## config.mk

```make
export PLATFORM = sky130hd
export DESIGN_NAME = servo_drive_command_sequencer_top
export DESIGN_NICKNAME = d
export VERILOG_FILES = /design/src/rtl/sdcs_pkg.sv /design/src/rtl/servo_drive_command_sequencer_top.sv /design/src/rtl/sdcs_step.sv
export SDC_FILE = /design/constraint.sdc
export NUM_CORES = 1
export LEC_CHECK = 0
export BUFFER_PORTS_ARGS = -buffer_cell sky130_fd_sc_hd__buf_4
export CORE_MARGIN = 3
export CORE_UTILIZATION = 45
export CTS_CLUSTER_DIAMETER = 100
export CTS_CLUSTER_SIZE = 12
export DETAILED_ROUTE_END_ITERATION = 7
export PLACE_DENSITY = 0.76
export SKIP_LAST_GASP = 1
export SYNTH_ARGS = -nofsm -noshare
export SYNTH_HDL_FRONTEND = slang
export SYNTH_SLANG_ARGS = --single-unit
export TNS_END_PERCENT = 100
```

## constraint.sdc

```tcl
create_clock -name i_clk -period 4.95 [get_ports i_clk]
set_input_delay 0.2475 -clock i_clk [delete_from_list [all_inputs] [get_ports i_clk]]
set_output_delay 0.2475 -clock i_clk [all_outputs]
set_load 0.1 [all_outputs]
```

## src/rtl/sdcs_pkg.sv

```systemverilog
// Servo drive command sequencer: shared types, codes and constants.
// Used by sdcs_step and servo_drive_command_sequencer_top; depends on nothing.
package sdcs_pkg;

    localparam int unsigned CfgIndexW = 2;
    localparam int unsigned CfgDataW  = 32;
    localparam int unsigned InDataW   = 104;
    localparam int unsigned OutDataW  = 112;

    typedef enum logic [2:0] {
        MODE_CYCLE      = 3'd0,
        MODE_ENABLE     = 3'd1,
        MODE_DISABLE    = 3'd2,
        MODE_QUICKSTOP  = 3'd3,
        MODE_FAULTRESET = 3'd4,
        MODE_HOMING     = 3'd5,
        MODE_SETMODE    = 3'd6,
        MODE_TARGETS    = 3'd7
    } t_mode;

    typedef enum logic [3:0] {
        DS_NOT_READY      = 4'd0,
        DS_SW_ON_DISABLED = 4'd1,
        DS_READY          = 4'd2,
        DS_SWITCHED_ON    = 4'd3,
        DS_OP_ENABLED     = 4'd4,
        DS_QUICK_STOP     = 4'd5,
        DS_FAULT_REACTION = 4'd6,
        DS_FAULT          = 4'd7,
        DS_UNKNOWN        = 4'd8
    } t_drive_state;

    localparam logic [CfgIndexW-1:0] CFG_POSITION_MIN   = 2'd0;
    localparam logic [CfgIndexW-1:0] CFG_POSITION_MAX   = 2'd1;
    localparam logic [CfgIndexW-1:0] CFG_VELOCITY_LIMIT = 2'd2;
    localparam logic [CfgIndexW-1:0] CFG_TORQUE_LIMIT   = 2'd3;

    localparam logic [15:0] STW_MASK          = 16'h006F;
    localparam logic [15:0] STW_STATE_MASK    = 16'h004F;
    localparam logic [15:0] STW_SW_ON_DIS     = 16'h0040;
    localparam logic [15:0] STW_READY         = 16'h0021;
    localparam logic [15:0] STW_SWITCHED_ON   = 16'h0023;
    localparam logic [15:0] STW_OP_ENABLED    = 16'h0027;
    localparam logic [15:0] STW_QUICK_STOP    = 16'h0007;
    localparam logic [15:0] STW_FAULT_REACT   = 16'h000F;
    localparam logic [15:0] STW_FAULT         = 16'h0008;
    localparam logic [15:0] STW_NOT_READY     = 16'h0000;

    localparam logic [15:0] CTRL_IDLE         = 16'h0000;
    localparam logic [15:0] CTRL_SHUTDOWN     = 16'h0006;
    localparam logic [15:0] CTRL_SWITCH_ON    = 16'h0007;
    localparam logic [15:0] CTRL_ENABLE_OP    = 16'h000F;
    localparam logic [15:0] CTRL_FAULT_RESET  = 16'h0080;
    localparam int unsigned CTRL_QS_BIT       = 2;
    localparam int unsigned CTRL_HOME_BIT     = 4;
    localparam int unsigned CTRL_FR_BIT       = 7;
    localparam int unsigned STW_HOME_ATT_BIT  = 12;
    localparam int unsigned STW_TARGET_BIT    = 10;

    localparam logic signed [7:0] OP_MODE_HOMING = 8'sd6;

    typedef struct packed {
        logic [15:0]         command_word;
        logic                reset_pending;
        t_drive_state        decoded_state;
        logic [15:0]         last_status;
        logic signed [31:0]  position_target;
        logic signed [31:0]  velocity_target;
        logic signed [15:0]  torque_target;
        logic signed [7:0]   requested_mode;
    } t_state;

    typedef struct packed {
        logic signed [31:0] position_min;
        logic signed [31:0] position_max;
        logic [30:0]        velocity_limit;
        logic [14:0]        torque_limit;
    } t_limits;

    typedef struct packed {
        t_mode              mode;
        logic [15:0]        status_word;
        logic signed [31:0] new_position;
        logic signed [31:0] new_velocity;
        logic signed [15:0] new_torque;
        logic signed [7:0]  new_op_mode;
    } t_request;

    function automatic t_drive_state decode_sw(input logic [15:0] sw);
        logic [15:0]  m;
        logic [15:0]  s;
        t_drive_state d;
        m = sw & STW_MASK;
        s = m & STW_STATE_MASK;
        if (s == STW_SW_ON_DIS)          d = DS_SW_ON_DISABLED;
        else if (m == STW_READY)         d = DS_READY;
        else if (m == STW_SWITCHED_ON)   d = DS_SWITCHED_ON;
        else if (m == STW_OP_ENABLED)    d = DS_OP_ENABLED;
        else if (m == STW_QUICK_STOP)    d = DS_QUICK_STOP;
        else if (s == STW_FAULT_REACT)   d = DS_FAULT_REACTION;
        else if (s == STW_FAULT)         d = DS_FAULT;
        else if (s == STW_NOT_READY)     d = DS_NOT_READY;
        else                             d = DS_UNKNOWN;
        return d;
    endfunction

endpackage

```

## src/rtl/servo_drive_command_sequencer_top.sv

```systemverilog
// Servo drive command sequencer, top level: state, limits and output register.
// Depends on sdcs_pkg and sdcs_step.
//
//  channel   direction  handshake                       payload
//  s_axis    in         s_axis_tvalid / s_axis_tready   tuser mode, tdata operands
//  m_axis    out        m_axis_tvalid / m_axis_tready   tdata result
//  cfg       in         i_cfg_we                        i_cfg_index, i_cfg_data
//
// One request per clock while s_axis_tready is high; its result is registered and appears the cycle after accept.
// The state update runs through sdcs_step in the accept cycle, so requests chain back to back.
// s_axis_tready is low only while a result waits and m_axis_tready is low.
// Reset (synchronous, active low) loads the full-range limits and the idle drive state.
module servo_drive_command_sequencer_top (
    input  logic                                i_clk,
    input  logic                                i_rst_n,
    input  logic                                s_axis_tvalid,
    output logic                                s_axis_tready,
    // status_word[15:0], new_position[47:16], new_velocity[79:48],
    // new_torque[95:80], new_op_mode[103:96]
    input  logic [sdcs_pkg::InDataW-1:0]        s_axis_tdata,
    // mode[2:0]
    input  logic [2:0]                          s_axis_tuser,
    output logic                                m_axis_tvalid,
    input  logic                                m_axis_tready,
    // control_word[15:0], position_out[47:16], velocity_out[79:48],
    // torque_out[95:80], op_mode_out[103:96], drive_state[107:104],
    // accepted[108], homing_done[109], zero[111:110]
    output logic [sdcs_pkg::OutDataW-1:0]       m_axis_tdata,
    input  logic                                i_cfg_we,
    input  logic [sdcs_pkg::CfgIndexW-1:0]      i_cfg_index,
    input  logic [sdcs_pkg::CfgDataW-1:0]       i_cfg_data
);

    sdcs_pkg::t_state   r_state;
    sdcs_pkg::t_state   n_state;
    sdcs_pkg::t_limits  r_limits;
    sdcs_pkg::t_request w_req;
    logic               w_accepted;
    logic               w_in_fire;
    logic               w_homing;
    logic               r_out_valid;
    logic [sdcs_pkg::OutDataW-1:0] r_out_data;

    assign w_req.mode         = sdcs_pkg::t_mode'(s_axis_tuser);
    assign w_req.status_word  = s_axis_tdata[15:0];
    assign w_req.new_position = s_axis_tdata[47:16];
    assign w_req.new_velocity = s_axis_tdata[79:48];
    assign w_req.new_torque   = s_axis_tdata[95:80];
    assign w_req.new_op_mode  = s_axis_tdata[103:96];

    assign s_axis_tready = !r_out_valid || m_axis_tready;
    assign w_in_fire     = s_axis_tvalid && s_axis_tready;
    assign m_axis_tvalid = r_out_valid;
    assign m_axis_tdata  = r_out_data;

    sdcs_step u_step (
        .i_req      (w_req),
        .i_state    (r_state),
        .i_limits   (r_limits),
        .o_state    (n_state),
        .o_accepted (w_accepted)
    );

    assign w_homing = n_state.last_status[sdcs_pkg::STW_HOME_ATT_BIT]
                   && n_state.last_status[sdcs_pkg::STW_TARGET_BIT];

    always_ff @(posedge i_clk) begin
        if (!i_rst_n) begin
            r_limits.position_min   <= 32'sh8000_0000;
            r_limits.position_max   <= 32'sh7FFF_FFFF;
            r_limits.velocity_limit <= '1;
            r_limits.torque_limit   <= '1;
        end else if (i_cfg_we) begin
            case (i_cfg_index)
                sdcs_pkg::CFG_POSITION_MIN:   r_limits.position_min   <= i_cfg_data;
                sdcs_pkg::CFG_POSITION_MAX:   r_limits.position_max   <= i_cfg_data;
                sdcs_pkg::CFG_VELOCITY_LIMIT: r_limits.velocity_limit <= i_cfg_data[30:0];
                sdcs_pkg::CFG_TORQUE_LIMIT:   r_limits.torque_limit   <= i_cfg_data[14:0];
                default: ;
            endcase
        end
    end

    always_ff @(posedge i_clk) begin
        if (!i_rst_n) begin
            r_state.command_word    <= sdcs_pkg::CTRL_IDLE;
            r_state.reset_pending   <= 1'b0;
            r_state.decoded_state   <= sdcs_pkg::DS_UNKNOWN;
            r_state.last_status     <= '0;
            r_state.position_target <= '0;
            r_state.velocity_target <= '0;
            r_state.torque_target   <= '0;
            r_state.requested_mode  <= '0;
            r_out_valid             <= 1'b0;
        end else begin
            if (w_in_fire) begin
                r_state     <= n_state;
                r_out_valid <= 1'b1;
            end else if (m_axis_tready) begin
                r_out_valid <= 1'b0;
            end
        end
    end

    always_ff @(posedge i_clk) begin
        if (w_in_fire) begin
            r_out_data <= {2'b00, w_homing, w_accepted, 4'(n_state.decoded_state),
                           n_state.requested_mode, n_state.torque_target,
                           n_state.velocity_target, n_state.position_target,
                           n_state.command_word};
        end
    end

    a_result_follows: assert property (@(posedge i_clk) disable iff (!i_rst_n)
        w_in_fire |=> m_axis_tvalid)
        else $error("request accepted without a result");

    a_no_flag_on_cycle: assert property (@(posedge i_clk) disable iff (!i_rst_n)
        w_in_fire && (w_req.mode == sdcs_pkg::MODE_CYCLE || w_req.mode == sdcs_pkg::MODE_SETMODE
                      || w_req.mode == sdcs_pkg::MODE_TARGETS) |=> !m_axis_tdata[108])
        else $error("accepted flag raised for a request without one");

    a_pulse_ends: assert property (@(posedge i_clk) disable iff (!i_rst_n)
        w_in_fire && w_req.mode == sdcs_pkg::MODE_CYCLE && r_state.reset_pending
        && r_state.command_word[sdcs_pkg::CTRL_FR_BIT]
        |=> (r_state.command_word == sdcs_pkg::CTRL_IDLE) && !r_state.reset_pending)
        else $error("fault reset pulse not ended by a cycle request");

    a_homing_flag: assert property (@(posedge i_clk) disable iff (!i_rst_n)
        w_in_fire |=> m_axis_tdata[109] == (r_state.last_status[sdcs_pkg::STW_HOME_ATT_BIT]
                                           && r_state.last_status[sdcs_pkg::STW_TARGET_BIT]))
        else $error("homing flag does not match stored statusword");

endmodule

```

## src/rtl/sdcs_step.sv

```systemverilog
// Servo drive command sequencer: next state and accepted flag for one request.
// Purely combinational; depends on sdcs_pkg.
module sdcs_step (
    input  sdcs_pkg::t_request i_req,
    input  sdcs_pkg::t_state   i_state,
    input  sdcs_pkg::t_limits  i_limits,
    output sdcs_pkg::t_state   o_state,
    output logic               o_accepted
);

    logic signed [32:0] w_vel;
    logic signed [32:0] w_vel_lim;
    logic signed [16:0] w_trq;
    logic signed [16:0] w_trq_lim;
    logic signed [31:0] w_pos_clamped;
    logic signed [31:0] w_vel_clamped;
    logic signed [15:0] w_trq_clamped;

    assign w_vel     = 33'(i_state.velocity_target);
    assign w_vel_lim = $signed({2'b00, i_limits.velocity_limit});
    assign w_trq     = 17'(i_state.torque_target);
    assign w_trq_lim = $signed({2'b00, i_limits.torque_limit});

    always_comb begin
        if (i_state.position_target < i_limits.position_min) begin
            w_pos_clamped = i_limits.position_min;
        end else if (i_state.position_target > i_limits.position_max) begin
            w_pos_clamped = i_limits.position_max;
        end else begin
            w_pos_clamped = i_state.position_target;
        end

        if (w_vel < -w_vel_lim) begin
            w_vel_clamped = 32'(-w_vel_lim);
        end else if (w_vel > w_vel_lim) begin
            w_vel_clamped = 32'(w_vel_lim);
        end else begin
            w_vel_clamped = i_state.velocity_target;
        end

        if (w_trq < -w_trq_lim) begin
            w_trq_clamped = 16'(-w_trq_lim);
        end else if (w_trq > w_trq_lim) begin
            w_trq_clamped = 16'(w_trq_lim);
        end else begin
            w_trq_clamped = i_state.torque_target;
        end
    end

    always_comb begin
        o_state    = i_state;
        o_accepted = 1'b0;
        case (i_req.mode)
            sdcs_pkg::MODE_CYCLE: begin
                o_state.last_status   = i_req.status_word;
                o_state.decoded_state = sdcs_pkg::decode_sw(i_req.status_word);
                if (i_state.reset_pending && i_state.command_word[sdcs_pkg::CTRL_FR_BIT]) begin
                    o_state.command_word  = sdcs_pkg::CTRL_IDLE;
                    o_state.reset_pending = 1'b0;
                end
                o_state.position_target = w_pos_clamped;
                o_state.velocity_target = w_vel_clamped;
                o_state.torque_target   = w_trq_clamped;
            end
            sdcs_pkg::MODE_ENABLE: begin
                case (i_state.decoded_state)
                    sdcs_pkg::DS_SW_ON_DISABLED: o_state.command_word = sdcs_pkg::CTRL_SHUTDOWN;
                    sdcs_pkg::DS_READY:          o_state.command_word = sdcs_pkg::CTRL_SWITCH_ON;
                    sdcs_pkg::DS_SWITCHED_ON:    o_state.command_word = sdcs_pkg::CTRL_ENABLE_OP;
                    sdcs_pkg::DS_OP_ENABLED:     o_accepted = 1'b1;
                    sdcs_pkg::DS_QUICK_STOP:     o_state.command_word = sdcs_pkg::CTRL_IDLE;
                    default: ;
                endcase
            end
            sdcs_pkg::MODE_DISABLE: begin
                o_state.command_word = sdcs_pkg::CTRL_SHUTDOWN;
                o_accepted           = 1'b1;
            end
            sdcs_pkg::MODE_QUICKSTOP: begin
                o_state.command_word[sdcs_pkg::CTRL_QS_BIT] = 1'b0;
                o_accepted = 1'b1;
            end
            sdcs_pkg::MODE_FAULTRESET: begin
                if (i_state.decoded_state == sdcs_pkg::DS_FAULT) begin
                    o_state.command_word  = sdcs_pkg::CTRL_FAULT_RESET;
                    o_state.reset_pending = 1'b1;
                    o_accepted            = 1'b1;
                end
            end
            sdcs_pkg::MODE_HOMING: begin
                if (i_state.decoded_state == sdcs_pkg::DS_OP_ENABLED) begin
                    o_state.requested_mode = sdcs_pkg::OP_MODE_HOMING;
                    o_state.command_word[sdcs_pkg::CTRL_HOME_BIT] = 1'b1;
                    o_accepted = 1'b1;
                end
            end
            sdcs_pkg::MODE_SETMODE: begin
                o_state.requested_mode = i_req.new_op_mode;
            end
            sdcs_pkg::MODE_TARGETS: begin
                o_state.position_target = i_req.new_position;
                o_state.velocity_target = i_req.new_velocity;
                o_state.torque_target   = i_req.new_torque;
            end
            default: ;
        endcase
    end

endmodule

```

==> metrics.txt <==
most common cell in the synthesized netlist=nand2_1; VDD IR-drop max=0.287 mV; register area share after synthesis=0.362; CTS tree=yes; Synth Flop Type=dfxtp_1; Min-Delay Path Class=in2reg; I/O Pins=260; Core Footprint=46800 um^2; part of the cycle the worst path needs=0.922; fin area=25600 um^2; Startpoint Class=flop; Hold Vio Cnt, Final=0; pin count of the biggest net entering global routing=197; H-tree levels=1; RR Endpoint=m_axis_tdata[55]; chip height=224 um; Routed WL=73000 um; worst hold endpoint=m_axis_tdata[68]; final setup violating endpoints=0; 1st-pass router iterations=6; Residual DRC=0; Setup Crit Path Kind=reg2reg; gr usage total=0.277; GPL Wtd Cong=0.926; Synth top area share=0.208; Rows=79; Post-Place Cells=3287; RSZ-0062 raised after global routing=yes; Final nets=3111; Reg clk slew, reported paths=0.07 ns; Synth top cells by count=nand2_1 (394), dfxtp_1 (222), o21ai_0 (203); initial antenna violation count=2; vias after detailed routing=21490; antenna-violating nets left=0; Worst-Margin Slew=1.20 ns; slowest CP cell=or4b_1; Inserted Diodes=0; vias per std cell=6.25; Design Power=7.82 mW; clock root cell=clkbuf_16; final core area utilization=0.547; count of different cell masters after synthesis=70; critical-path cell list=inv_1, ha_1, or4b_1, nor4_4, buf_4, inv_1, nor2_1, xnor2_1, ha_1, a21oi_1, o21ai_0, a221oi_1, a21oi_1, nor3_4, buf_8, mux2_2, o221ai_1, nand2_1; post-place instance area=23700 um^2; Max Slew Vio Count=0; first-pass GRT wire length=112000 um; DIE WIDTH=224 um; Fillers=4226; Critical Path AT=4.93 ns; outcome=finished clean; Crit path max-delay family=simple AND/OR/NAND/NOR gates; flop and latch count out of synthesis=332; starting density of the core=0.457; Power Dens Cells=306 nW/um^2; min-delay src=s_axis_tdata[68]; number of global-route vias before repair=20455; DR iter-0 viols=1819; largest area contributor in the netlist=dfxtp_1; ys async rst share=0; Syn Area/Cell=8.28 um^2; YS warnings=0; Die ar.=50100 um^2; R2R Path Start=r_limits[15]; I/O Buffers=249; Worst setup EP type=flop; CTS Buf Count=31; r2r setup slk=0.38 ns; Max-Slew Margin vs Limit=0.197; area delta synth->final=19.6%; FF-to-FF path depth=18; setup bufs post-CTS=0; Mapped Cells=2582; Post-Syn Area=21400 um^2; Max Cap Viol=0; largest driver fanout on the critical path=28; buffer and inverter count on the worst path=4; LEAKAGE=10.6 nW; WL/cell=21.3 um; worst-skew pair later-pin latency=0.62 ns; hold path cells=3; fmax=0.219 GHz; clock sink count=332; WP data required=5.31 ns; post-route insts no fill=3436; EDFF count, synth=110; Final min period=4.57 ns; DP Wirelength=50100 um; maximum clock path buffer count=3; max incr delay on CP=0.54 ns; hold_ws=0.0236 ns; share of cells above drive strength 1=0.139; Synth area leaders=dfxtp_1 (21%), edfxtp_1 (15%), ha_1 (9.3%), nand2_1 (6.9%), a22oi_1 (5.0%); clk_skew=0.0210 ns; global route overflow=0
## routing by layer
metal  wire length [um]  GRT usage
met1              30500      0.365
met3               6080     0.0419
met2              33300      0.455
met5                 21          0
met4               3130      0.120
## through the flow
step	TNS (ns)	setup WS (ns)
floorplan	0	0.179
global placement	0	0.356
detailed placement	0	0.242
CTS	0	0.222
global route	-0.00707	-0.00571
finish	0	0.385
## how the worst max path moves through the flow
stage                             start                to  slack [ns]  cells past startpoint
after floorplan           m_axis_tvalid   m_axis_tdata[0]        0.18                      7
after global placement     r_limits[15]  m_axis_tdata[50]        0.36                     17
after detailed placement   r_limits[16]  m_axis_tdata[50]        0.24                     17
after CTS                  r_limits[16]  m_axis_tdata[55]        0.22                     17
after global routing       r_limits[16]  m_axis_tdata[50]      -0.006                     18
final                      r_limits[15]  m_axis_tdata[55]        0.38                     18
## logic make-up (layout without fill, tap and decap cells)
| family | after synthesis | in the layout | synth area share |
|---|---|---|---|
| AOI/OAI and AO/OA | 822 | 822 | 0.249 |
| adders and majority gates | 159 | 159 | 0.0931 |
| other | 1 | 2 | 0.000175 |
| DFF | 332 | 332 | 0.362 |
| and+or+nand+nor | 866 | 866 | 0.202 |
| buffers and inverters | 328 | 574 | 0.0582 |
| xor gates and xnor gates | 39 | 39 | 0.0160 |
| muxes | 35 | 35 | 0.0183 |
## final cells by class
class	count	area (um^2)	area share
clock inverter	1	20.0	0.000783
multi-input combinational	1923	12500	0.488
timing repair buffer	386	3160	0.124
inverter	132	503	0.0197
tap	607	759	0.0297
clock buffer	55	887	0.0347
sequential	332	7750	0.303
## report_power, final
| group | leakage (nW) | switching [mW] | internal, mW |
|---|---|---|---|
| clock | 0.431 | 1.11 | 1.21 |
| combinational | 7.24 | 1.55 | 0.757 |
| sequential | 2.92 | 0.185 | 3.02 |
| total | 10.6 | 2.84 | 4.98 |
## worst register-to-register path: stages (launching register included)
cell and delay [ns]:
dfxtp_1 0.36, inv_1 0.09, ha_1 0.25, or4b_1 0.54, nor4_4 0.37, buf_4 0.22
inv_1 0.07, nor2_1 0.13, xnor2_1 0.16, ha_1 0.29, a21oi_1 0.14, o21ai_0 0.10
a221oi_1 0.27, a21oi_1 0.14, nor3_4 0.28, buf_8 0.24, mux2_2 0.37, o221ai_1 0.21
nand2_1 0.09
## cell usage in the layout (no fill, tap or decap), drive strengths merged, types with 6 or more instances in the layout
cell type	instances
a211oi	9
dlygate4sd3	93
and2	57
nand3b	33
nor3	65
nor3b	33
nor4	11
buf	293
nand2b	43
dfxtp	222
a41oi	34
nor2b	10
nand3	63
or4	6
a22oi	143
xnor2	37
ha	159
mux2	33
o221ai	11
a31oi	60
and3	35
inv	133
o21ai	204
nor2	39
clkbuf	55
nand2	394
a21oi	143
o211ai	127
a21o	50
nand4	63
edfxtp	110
## what timing repair did
action	in CTS	in global routing
resized for setup	0	6
hold buffers	93	0
setup endpoints to repair	0	14
hold endpoints to repair	205	0
## registers in the layout, summed over array words and instances, names as in the netlist
| register | flops |
|---|---|
| r_state | 111 |
| r_limits | 110 |
| m_axis_tdata | 110 |
| m_axis_tvalid | 1 |
Note: power is estimated with default switching activity, not from simulation.
